===== config.mk =====
export PLATFORM = sky130hd
export DESIGN_NAME = stereo_dual_shelf_biquad_eq
export DESIGN_NICKNAME = d
export VERILOG_FILES = /design/src/design/sdeq_pkg.sv /design/src/design/sdeq_ram.sv /design/src/design/sdeq_mac.sv /design/src/design/stereo_dual_shelf_biquad_eq.sv
export VERILOG_INCLUDE_DIRS = /design/src /design/src/design
export SDC_FILE = /design/constraint.sdc
export NUM_CORES = 2
export LEC_CHECK = 0
export BUFFER_PORTS_ARGS = -buffer_cell sky130_fd_sc_hd__buf_2
export CAP_MARGIN = 20
export CELL_PAD_IN_SITES_DETAIL_PLACEMENT = 1
export CELL_PAD_IN_SITES_GLOBAL_PLACEMENT = 2
export CORE_ASPECT_RATIO = 0.7
export CORE_UTILIZATION = 44
export DETAILED_ROUTE_END_ITERATION = 10
export PLACE_DENSITY_LB_ADDON = 0.1
export SLEW_MARGIN = 20
export SYNTH_ARGS = -nofsm -noshare
export SYNTH_HDL_FRONTEND = slang
export SYNTH_SLANG_ARGS = --single-unit

===== constraint.sdc =====
create_clock -name clk -period 12.11 [get_ports clk]
set_input_delay 2.422 -clock clk [delete_from_list [all_inputs] [get_ports clk]]
set_output_delay 2.422 -clock clk [all_outputs]
set_load 0.05 [all_outputs]

===== src/design/stereo_dual_shelf_biquad_eq_assert.svh =====
// Assertion macros shared by the equalizer RTL
`ifndef STEREO_DUAL_SHELF_BIQUAD_EQ_ASSERT_SVH
`define STEREO_DUAL_SHELF_BIQUAD_EQ_ASSERT_SVH

// cond and expr hold on the same edge
`define SDEQ_ASSERT_SAME(lbl, cond, expr, msg) \
    lbl: assert property (@(posedge clk) disable iff (!rst_n) (cond) |-> (expr)) \
        else $error(msg);

// cond implies expr on the following edge
`define SDEQ_ASSERT_NEXT(lbl, cond, expr, msg) \
    lbl: assert property (@(posedge clk) disable iff (!rst_n) (cond) |=> (expr)) \
        else $error(msg);

`endif


===== src/design/sdeq_pkg.sv =====
// Shared types and constants for the stereo shelving equaliser
package sdeq_pkg;

    localparam int SAMPLE_BITS    = 24;
    localparam int COEF_BITS      = 21;
    localparam int COEF_FRAC_BITS = 14;
    localparam int MIX_BITS       = 17;
    localparam int MIX_SHIFT      = 16;
    localparam int PROD_BITS      = SAMPLE_BITS + COEF_BITS;
    localparam int ACC_BITS       = PROD_BITS + 3;
    localparam int FF_BITS        = 3 * COEF_BITS;
    localparam int FB_BITS        = 2 * COEF_BITS;
    localparam int CFG_DATA_BITS  = FF_BITS;
    localparam int CFG_INDEX_BITS = 3;
    localparam int STAGES         = 4;
    localparam int STAGE_BITS     = 2;
    localparam int HIST_BITS      = 4 * SAMPLE_BITS;

    localparam logic [MIX_BITS-1:0] MIX_ONE = MIX_BITS'(65536);
    localparam logic [FF_BITS-1:0]  FF_RESET = FF_BITS'(16384);

    localparam logic signed [ACC_BITS-1:0] HALF_COEF = ACC_BITS'(1) << (COEF_FRAC_BITS - 1);
    localparam logic signed [ACC_BITS-1:0] HALF_MIX  = ACC_BITS'(1) << (MIX_SHIFT - 1);
    localparam logic signed [ACC_BITS-1:0] SAT_HI    = ACC_BITS'((64'd1 << (SAMPLE_BITS - 1)) - 1);
    localparam logic signed [ACC_BITS-1:0] SAT_LO    = ~SAT_HI;

    typedef logic signed [SAMPLE_BITS-1:0] sample_t;
    typedef logic signed [COEF_BITS-1:0]   coef_t;

    typedef enum logic [CFG_INDEX_BITS-1:0] {
        REG_LOW_FF,
        REG_LOW_FB,
        REG_HIGH_FF,
        REG_HIGH_FB,
        REG_WET_MIX
    } cfg_reg_t;

    typedef struct packed {
        logic signed [SAMPLE_BITS-1:0] left_in;
        logic signed [SAMPLE_BITS-1:0] right_in;
    } sample_in_t;

    typedef struct packed {
        logic signed [SAMPLE_BITS-1:0] left_out;
        logic signed [SAMPLE_BITS-1:0] right_out;
    } sample_out_t;

    // sequencer to MAC unit
    typedef struct packed {
        logic mul_en;
        logic neg;
        logic clear;
        logic acc_en;
        logic mix_shift;
    } mac_ctrl_t;

endpackage


===== src/design/sdeq_ram.sv =====
// Generic single-port-write, single-port-read RAM with registered read data
module sdeq_ram #(
    parameter int WIDTH = 8,
    parameter int DEPTH = 4
) (
    input  logic                     clk,
    input  logic                     wr_en,
    input  logic [$clog2(DEPTH)-1:0] wr_addr,
    input  logic [WIDTH-1:0]         wr_data,
    input  logic                     rd_en,
    input  logic [$clog2(DEPTH)-1:0] rd_addr,
    output logic [WIDTH-1:0]         rd_data
);

    logic [WIDTH-1:0] mem_reg [DEPTH];
    logic [WIDTH-1:0] rd_data_reg;

    always_ff @(posedge clk)
    begin
        if (wr_en)
        begin
            mem_reg[wr_addr] <= wr_data;
        end
        if (rd_en)
        begin
            rd_data_reg <= mem_reg[rd_addr];
        end
    end

    assign rd_data = rd_data_reg;

endmodule


===== src/design/sdeq_mac.sv =====
// Shared multiply-accumulate unit with rounding and saturation
module sdeq_mac (
    input  logic                clk,
    input  sdeq_pkg::mac_ctrl_t ctrl,
    input  sdeq_pkg::sample_t   a,
    input  sdeq_pkg::coef_t     b,
    output sdeq_pkg::sample_t   result
);

    logic signed [sdeq_pkg::PROD_BITS-1:0] prod_reg;
    logic                                  neg_reg;
    logic signed [sdeq_pkg::ACC_BITS-1:0]  acc_reg;
    logic signed [sdeq_pkg::ACC_BITS-1:0]  prod_ext;
    logic signed [sdeq_pkg::ACC_BITS-1:0]  rnd;
    logic signed [sdeq_pkg::ACC_BITS-1:0]  shifted;

    assign prod_ext = sdeq_pkg::ACC_BITS'(prod_reg);

    always_ff @(posedge clk)
    begin
        if (ctrl.mul_en)
        begin
            prod_reg <= sdeq_pkg::PROD_BITS'(a) * sdeq_pkg::PROD_BITS'(b);
            neg_reg  <= ctrl.neg;
        end
        if (ctrl.clear)
        begin
            acc_reg <= '0;
        end
        else if (ctrl.acc_en)
        begin
            acc_reg <= neg_reg ? (acc_reg - prod_ext) : (acc_reg + prod_ext);
        end
    end

    // round half up, then floor shift
    always_comb
    begin
        if (ctrl.mix_shift)
        begin
            rnd     = acc_reg + sdeq_pkg::HALF_MIX;
            shifted = rnd >>> sdeq_pkg::MIX_SHIFT;
        end
        else
        begin
            rnd     = acc_reg + sdeq_pkg::HALF_COEF;
            shifted = rnd >>> sdeq_pkg::COEF_FRAC_BITS;
        end
        if (shifted > sdeq_pkg::SAT_HI)
        begin
            result = sdeq_pkg::SAT_HI[sdeq_pkg::SAMPLE_BITS-1:0];
        end
        else if (shifted < sdeq_pkg::SAT_LO)
        begin
            result = sdeq_pkg::SAT_LO[sdeq_pkg::SAMPLE_BITS-1:0];
        end
        else
        begin
            result = shifted[sdeq_pkg::SAMPLE_BITS-1:0];
        end
    end

endmodule


===== src/design/stereo_dual_shelf_biquad_eq.sv =====
// A sample is taken only in the idle state, so the next waits until the last result is loaded.
// Each of the four biquad stages does a history read, five products through the single
// shared multiplier plus a final add, and a history write back. Mixes blend dry and wet.
// Filter history sits in a 4-entry RAM, one word per stage; entries not yet written read as zero.
// rst_n (async, active low) clears history flags and sequencer, loads default settings.
module stereo_dual_shelf_biquad_eq (
    input  logic                                   clk,
    input  logic                                   rst_n,
    input  logic                                   sample_valid,
    output logic                                   sample_stall,
    input  sdeq_pkg::sample_in_t                   sample,
    output logic                                   result_valid,
    input  logic                                   result_stall,
    output sdeq_pkg::sample_out_t                  result,
    input  logic                                   cfg_valid,
    output logic                                   cfg_ready,
    input  logic [sdeq_pkg::CFG_INDEX_BITS-1:0]    cfg_index,
    input  logic [sdeq_pkg::CFG_DATA_BITS-1:0]     cfg_data
);

    typedef enum logic [2:0] {
        ST_IDLE,
        ST_READ,
        ST_MAC,
        ST_WRITE,
        ST_MIX,
        ST_MIXOUT,
        ST_DONE
    } state_t;

    typedef enum logic [2:0] {
        T_B0,
        T_B1,
        T_B2,
        T_A1,
        T_A2,
        T_SUM
    } term_t;

    state_t                                state_reg;
    term_t                                 term_reg;
    logic [sdeq_pkg::STAGE_BITS-1:0]       stage_reg;
    logic [sdeq_pkg::STAGES-1:0]           valid_reg;
    logic                                  hvalid_reg;
    logic                                  result_valid_reg;

    logic [sdeq_pkg::FF_BITS-1:0]          low_ff_reg;
    logic [sdeq_pkg::FB_BITS-1:0]          low_fb_reg;
    logic [sdeq_pkg::FF_BITS-1:0]          high_ff_reg;
    logic [sdeq_pkg::FB_BITS-1:0]          high_fb_reg;
    logic [sdeq_pkg::MIX_BITS-1:0]         wet_mix_reg;

    sdeq_pkg::sample_in_t                  in_reg;
    sdeq_pkg::sample_t                     x_reg;
    sdeq_pkg::sample_t                     wet_reg;
    sdeq_pkg::sample_t                     left_res_reg;
    sdeq_pkg::sample_t                     right_res_reg;
    sdeq_pkg::sample_out_t                 result_reg;

    logic [sdeq_pkg::HIST_BITS-1:0]        ram_rdata;
    logic [sdeq_pkg::HIST_BITS-1:0]        hist;
    logic [sdeq_pkg::HIST_BITS-1:0]        wr_hist;
    sdeq_pkg::sample_t                     h_x1;
    sdeq_pkg::sample_t                     h_x2;
    sdeq_pkg::sample_t                     h_y1;
    sdeq_pkg::sample_t                     h_y2;
    logic [sdeq_pkg::FF_BITS-1:0]          ff_sel;
    logic [sdeq_pkg::FB_BITS-1:0]          fb_sel;
    logic [sdeq_pkg::MIX_BITS-1:0]         mix_eff;
    logic [sdeq_pkg::MIX_BITS-1:0]         mix_dry;
    logic                                  load_result;
    logic                                  ram_we;
    logic                                  ram_re;

    sdeq_pkg::mac_ctrl_t                   mac_ctrl;
    sdeq_pkg::sample_t                     mac_a;
    sdeq_pkg::coef_t                       mac_b;
    sdeq_pkg::sample_t                     mac_y;

    assign cfg_ready    = 1'b1;
    assign sample_stall = (state_reg != ST_IDLE);
    assign result_valid = result_valid_reg;
    assign result       = result_reg;

    // history word layout: {y2, y1, x2, x1}; unwritten entries read as zero
    assign hist = hvalid_reg ? ram_rdata : '0;
    assign h_x1 = hist[0*sdeq_pkg::SAMPLE_BITS +: sdeq_pkg::SAMPLE_BITS];
    assign h_x2 = hist[1*sdeq_pkg::SAMPLE_BITS +: sdeq_pkg::SAMPLE_BITS];
    assign h_y1 = hist[2*sdeq_pkg::SAMPLE_BITS +: sdeq_pkg::SAMPLE_BITS];
    assign h_y2 = hist[3*sdeq_pkg::SAMPLE_BITS +: sdeq_pkg::SAMPLE_BITS];
    assign wr_hist = {h_y1, mac_y, h_x1, x_reg};

    assign ff_sel  = stage_reg[0] ? high_ff_reg : low_ff_reg;
    assign fb_sel  = stage_reg[0] ? high_fb_reg : low_fb_reg;
    assign mix_eff = (wet_mix_reg > sdeq_pkg::MIX_ONE) ? sdeq_pkg::MIX_ONE : wet_mix_reg;
    assign mix_dry = sdeq_pkg::MIX_ONE - mix_eff;

    assign load_result = (state_reg == ST_DONE) && (!result_valid_reg || !result_stall);
    assign ram_re      = (state_reg == ST_READ);
    assign ram_we      = (state_reg == ST_WRITE);

    // each stage entry is read and written back inside its own stage slot,
    // so accesses to one entry never overlap
    sdeq_ram #(
        .WIDTH (sdeq_pkg::HIST_BITS),
        .DEPTH (sdeq_pkg::STAGES)
    ) u_hist_ram (
        .clk     (clk),
        .wr_en   (ram_we),
        .wr_addr (stage_reg),
        .wr_data (wr_hist),
        .rd_en   (ram_re),
        .rd_addr (stage_reg),
        .rd_data (ram_rdata)
    );

    always_comb
    begin
        mac_ctrl = '0;
        mac_a    = '0;
        mac_b    = '0;
        case (state_reg)
            ST_MAC:
            begin
                mac_ctrl.mul_en = (term_reg != T_SUM);
                mac_ctrl.neg    = (term_reg == T_A1) || (term_reg == T_A2);
                mac_ctrl.clear  = (term_reg == T_B0);
                mac_ctrl.acc_en = (term_reg != T_B0);
                case (term_reg)
                    T_B0:
                    begin
                        mac_a = x_reg;
                        mac_b = ff_sel[0*sdeq_pkg::COEF_BITS +: sdeq_pkg::COEF_BITS];
                    end
                    T_B1:
                    begin
                        mac_a = h_x1;
                        mac_b = ff_sel[1*sdeq_pkg::COEF_BITS +: sdeq_pkg::COEF_BITS];
                    end
                    T_B2:
                    begin
                        mac_a = h_x2;
                        mac_b = ff_sel[2*sdeq_pkg::COEF_BITS +: sdeq_pkg::COEF_BITS];
                    end
                    T_A1:
                    begin
                        mac_a = h_y1;
                        mac_b = fb_sel[0*sdeq_pkg::COEF_BITS +: sdeq_pkg::COEF_BITS];
                    end
                    T_A2:
                    begin
                        mac_a = h_y2;
                        mac_b = fb_sel[1*sdeq_pkg::COEF_BITS +: sdeq_pkg::COEF_BITS];
                    end
                    default:
                    begin
                        mac_a = '0;
                        mac_b = '0;
                    end
                endcase
            end
            ST_MIX:
            begin
                mac_ctrl.mul_en    = (term_reg == T_B0) || (term_reg == T_B1);
                mac_ctrl.clear     = (term_reg == T_B0);
                mac_ctrl.acc_en    = (term_reg != T_B0);
                mac_ctrl.mix_shift = 1'b1;
                if (term_reg == T_B0)
                begin
                    mac_a = stage_reg[1] ? in_reg.right_in : in_reg.left_in;
                    mac_b = sdeq_pkg::COEF_BITS'(mix_dry);
                end
                else
                begin
                    mac_a = wet_reg;
                    mac_b = sdeq_pkg::COEF_BITS'(mix_eff);
                end
            end
            ST_MIXOUT:
            begin
                mac_ctrl.mix_shift = 1'b1;
            end
            default:
            begin
                mac_ctrl = '0;
            end
        endcase
    end

    sdeq_mac u_mac (
        .clk    (clk),
        .ctrl   (mac_ctrl),
        .a      (mac_a),
        .b      (mac_b),
        .result (mac_y)
    );

    // configuration registers
    always_ff @(posedge clk or negedge rst_n)
    begin
        if (!rst_n)
        begin
            low_ff_reg  <= sdeq_pkg::FF_RESET;
            low_fb_reg  <= '0;
            high_ff_reg <= sdeq_pkg::FF_RESET;
            high_fb_reg <= '0;
            wet_mix_reg <= sdeq_pkg::MIX_ONE;
        end
        else if (cfg_valid && cfg_ready)
        begin
            case (cfg_index)
                sdeq_pkg::REG_LOW_FF:  low_ff_reg  <= cfg_data;
                sdeq_pkg::REG_LOW_FB:  low_fb_reg  <= cfg_data[sdeq_pkg::FB_BITS-1:0];
                sdeq_pkg::REG_HIGH_FF: high_ff_reg <= cfg_data;
                sdeq_pkg::REG_HIGH_FB: high_fb_reg <= cfg_data[sdeq_pkg::FB_BITS-1:0];
                sdeq_pkg::REG_WET_MIX: wet_mix_reg <= cfg_data[sdeq_pkg::MIX_BITS-1:0];
                default:               ;
            endcase
        end
    end

    // sequencer
    always_ff @(posedge clk or negedge rst_n)
    begin
        if (!rst_n)
        begin
            state_reg        <= ST_IDLE;
            term_reg         <= T_B0;
            stage_reg        <= '0;
            valid_reg        <= '0;
            hvalid_reg       <= 1'b0;
            result_valid_reg <= 1'b0;
        end
        else
        begin
            // a new result may replace one that transfers on the same edge
            if (load_result)
            begin
                result_valid_reg <= 1'b1;
            end
            else if (result_valid_reg && !result_stall)
            begin
                result_valid_reg <= 1'b0;
            end
            case (state_reg)
                ST_IDLE:
                begin
                    if (sample_valid)
                    begin
                        stage_reg <= '0;
                        state_reg <= ST_READ;
                    end
                end
                ST_READ:
                begin
                    hvalid_reg <= valid_reg[stage_reg];
                    term_reg   <= T_B0;
                    state_reg  <= ST_MAC;
                end
                ST_MAC:
                begin
                    if (term_reg == T_SUM)
                    begin
                        state_reg <= ST_WRITE;
                    end
                    else
                    begin
                        term_reg <= term_t'(term_reg + 3'd1);
                    end
                end
                ST_WRITE:
                begin
                    valid_reg[stage_reg] <= 1'b1;
                    term_reg             <= T_B0;
                    if (stage_reg[0])
                    begin
                        state_reg <= ST_MIX;
                    end
                    else
                    begin
                        stage_reg <= stage_reg + 1'b1;
                        state_reg <= ST_READ;
                    end
                end
                ST_MIX:
                begin
                    if (term_reg == T_B2)
                    begin
                        state_reg <= ST_MIXOUT;
                    end
                    else
                    begin
                        term_reg <= term_t'(term_reg + 3'd1);
                    end
                end
                ST_MIXOUT:
                begin
                    if (stage_reg[1])
                    begin
                        state_reg <= ST_DONE;
                    end
                    else
                    begin
                        stage_reg <= stage_reg + 1'b1;
                        state_reg <= ST_READ;
                    end
                end
                ST_DONE:
                begin
                    if (load_result)
                    begin
                        state_reg <= ST_IDLE;
                    end
                end
                default:
                begin
                    state_reg <= ST_IDLE;
                end
            endcase
        end
    end

    // sample and result datapath
    always_ff @(posedge clk)
    begin
        if (state_reg == ST_IDLE && sample_valid)
        begin
            in_reg <= sample;
            x_reg  <= sample.left_in;
        end
        if (state_reg == ST_WRITE)
        begin
            if (stage_reg[0])
            begin
                wet_reg <= mac_y;
            end
            else
            begin
                x_reg <= mac_y;
            end
        end
        if (state_reg == ST_MIXOUT)
        begin
            if (stage_reg[1])
            begin
                right_res_reg <= mac_y;
            end
            else
            begin
                left_res_reg <= mac_y;
                x_reg        <= in_reg.right_in;
            end
        end
        if (load_result)
        begin
            result_reg.left_out  <= left_res_reg;
            result_reg.right_out <= right_res_reg;
        end
    end

`include "stereo_dual_shelf_biquad_eq_assert.svh"

    `SDEQ_ASSERT_NEXT(a_accept_starts, sample_valid && !sample_stall,
        state_reg == ST_READ && stage_reg == '0, "sample transfer did not start stage 0 read")
    `SDEQ_ASSERT_SAME(a_result_from_done, $rose(result_valid),
        $past(state_reg == ST_DONE), "result raised outside done state")
    `SDEQ_ASSERT_NEXT(a_hist_flags_keep, 1'b1,
        $countones(valid_reg) >= $past($countones(valid_reg)), "history valid flag lost")
    `SDEQ_ASSERT_SAME(a_write_after_read, ram_we,
        hvalid_reg == valid_reg[stage_reg] || !hvalid_reg, "history write back out of order")

endmodule


==> flow_summary.toml <==
[run_status]
outcome = "complete, no violations"

[synthesis]
synthFlopType = "edfxtp_1"
synth_warnings = 0
ys_ff_latch = 1007
ys_types = 82
ys_seq_area_share_pct = 45.1
yosysMostFrequentCell = "inv_1"
async_reset_ff_share_pct = 23.9
synth_area_leaders = "edfxtp_1 (33%), fa_1 (16%), dfrtp_1 (9.5%)"
syn_area_mm2 = 0.0628
syn_inst = 5270
syn_avg_cell_area_um2 = 11.9
synth_common_cells = "inv_1 (718), edfxtp_1 (694), fa_1 (517)"
synth_top_area_share_pct = 33.2
synth_edf_count = 694
yosysTopAreaCell = "edfxtp_1"
syn-num-nets = 6079

[cells_and_area]
syn2layout_area_growth_pct = 10.5
largest_register_ffs = 384
final_area_mm2 = 0.0694
final_util_pct = 49.2
regArea_mm2 = 0.0283
final_net_count = 6186
stdcell_count = 7334
num-fill-cells = 14700
drive_above_1_share_pct = 16.8
multi_input_area_mm2 = 0.0309

[detailed_routing]
drc_errors = 0
ant_nets = 0
routed_wl_um = 194000
dr_total_vias = 41100
avgRoutedWirePerCell_um = 26.4
drtIter0Drc = 3903
viasPerCell = 5.60
drt_pass1_iterations = 6

[setup_path]
cpPeakStageDelay_ns = 0.67
worstSetupPathType = "reg2reg"
end_kind = "flip-flop"
cp_max_fo = 14
cp.required_ns = 12.57
cp_data_arrival_time_ns = 11.02
cp-start-kind = "flip-flop"
cpLargestDelayFamily = "adder cells"
crit_slowest_cell = "a32o_1"
cp_num_buf_inv = 9

[sta]
finalWorstSetupSlack_ns = 1.56
finalClockSkew_ns = 0.0358
rsz0062_at_grt = "false"
report.final.setup_viol = 0
tightest_slew_ns = 1.06
hold_viol_final = 0
timing.final.crit_share_pct = 87.1
finalSetupTns_ns = 0
fmax_mhz = 94.8
min_period_ns = 10.55
hold_ws_ns = 0.414
slew_violations = 0
maxSlewHeadroom_pct = 29.2

[cts]
ctsResizeCount = 0
cts_buffer_depth = 3
htree_levels = 3
cts_tree = "done"
postCtsSetupRepairBufs = 0
cts-root-buf = "clkbuf_16"
clock_latency_ns = 0.72
clkSlewWorstSetupHoldPaths_ns = 0.07
cts_num_sinks = 1007
cts_hold_buf = 0
cts_made_buffers = 97

[grt]
grt.busiest_layer = "met1"
grt_util_met3_pct = 5.15
grtUsageTotal_pct = 27.3
antenna_found_initial = 12
grt_pass1_wl_um = 293000
grt_overflow = 0
grt_max_degree = 101
grt_pass1_vias = 43800
grt_use_met1_pct = 42.8
use_met2_pct = 39.5

[hold_path]
hp-class = "reg2reg"

[power_and_ir_drop]
power_mw = 21.0
peakVddDrop_v = 0.000174
powerDensity_mw_per_mm2 = 303
leakagePower_nw = 28.0

[floorplan]
initial_core_util_pct = 44.5
io_pins = 170
die_x_um = 453
dieArea_mm2 = 0.144
rows = 115
fp.coreArea_mm2 = 0.141
die_h_um = 318

[placed_design]
io_buffers = 168
place_area_mm2 = 0.0661
dp_hpwl_um = 141000
gp_congestion = 0.879
dp.cells = 7150
pre_cts_ws_ns = 1.58

[run]
max_cap_violations = 0
## where the power goes
group	switching, mW	internal [mW]
clock network	1.38	1.75
registers	0.652	5.04
logic	7.92	4.31
total	9.95	11.1
## routing by layer
| layer | share of wire (%) | wire length, um |
|---|---|---|
| met5 | 0.0067 | 13 |
| met3 | 6.9 | 13400 |
| met1 | 49 | 94600 |
| met2 | 43 | 82900 |
| met4 | 1.5 | 2860 |
## worst paths after layout
kind | slack [ns] | start | endpoint | cells after the start
max | 1.56 | wet_mix_reg[8]$_DFFE_PN0P_ | u_mac.prod_reg[35]$_DFFE_PP_ | 33
min | 0.41 | right_res_reg[15]$_DFFE_PP_ | result[15]$_DFFE_PP_ | 0
max reg2reg | 1.56 | wet_mix_reg[8]$_DFFE_PN0P_ | u_mac.prod_reg[35]$_DFFE_PP_ | 33
min reg2reg | 0.41 | right_res_reg[15]$_DFFE_PP_ | result[15]$_DFFE_PP_ | 0
max in group asynchronous | 8.89 | rst_n | low_ff_reg[61]$_DFFE_PN0P_ | 2
min in group asynchronous | 1.67 | rst_n | high_ff_reg[50]$_DFFE_PN0P_ | 1
## final cells by class
class                      instances  share of cell area [%]
tap                             1872                    3.38
timing repair buffer             286                    2.57
sequential                      1007                    40.8
antenna                            3                  0.0108
inverter                         718                    3.88
clock buffer                     118                    3.71
clock inverter                    63                    1.02
multi-input combinational       3267                    44.6
## placed cells by master (no fill, tap or decap), types with 67 or more instances in the layout
cell type / n
nand2_1: 489
inv_1: 718
edfxtp_1: 694
and2_1: 98
a22o_1: 67
xnor2_1: 124
buf_2: 167
a21oi_1: 165
mux2_2: 284
dfrtp_1: 234
buf_4: 113
nor2_1: 363
clkbuf_16: 98
o21ai_0: 115
fa_1: 517
ha_1: 172
mux4_2: 108
dfxtp_1: 72
## cell families after synthesis
kind of cell / Yosys count / share of synthesized area (%)
fa+ha+maj: 690 / 19.9
flops: 1007 / 45.1
simple gates: 1255 / 9.07
other cells: 1 / 0.00597
buf+inv: 996 / 6.04
mux: 436 / 9.67
xor+xnor: 173 / 2.41
compound gates: 712 / 7.77
Note: power is estimated with default switching activity, not from simulation.
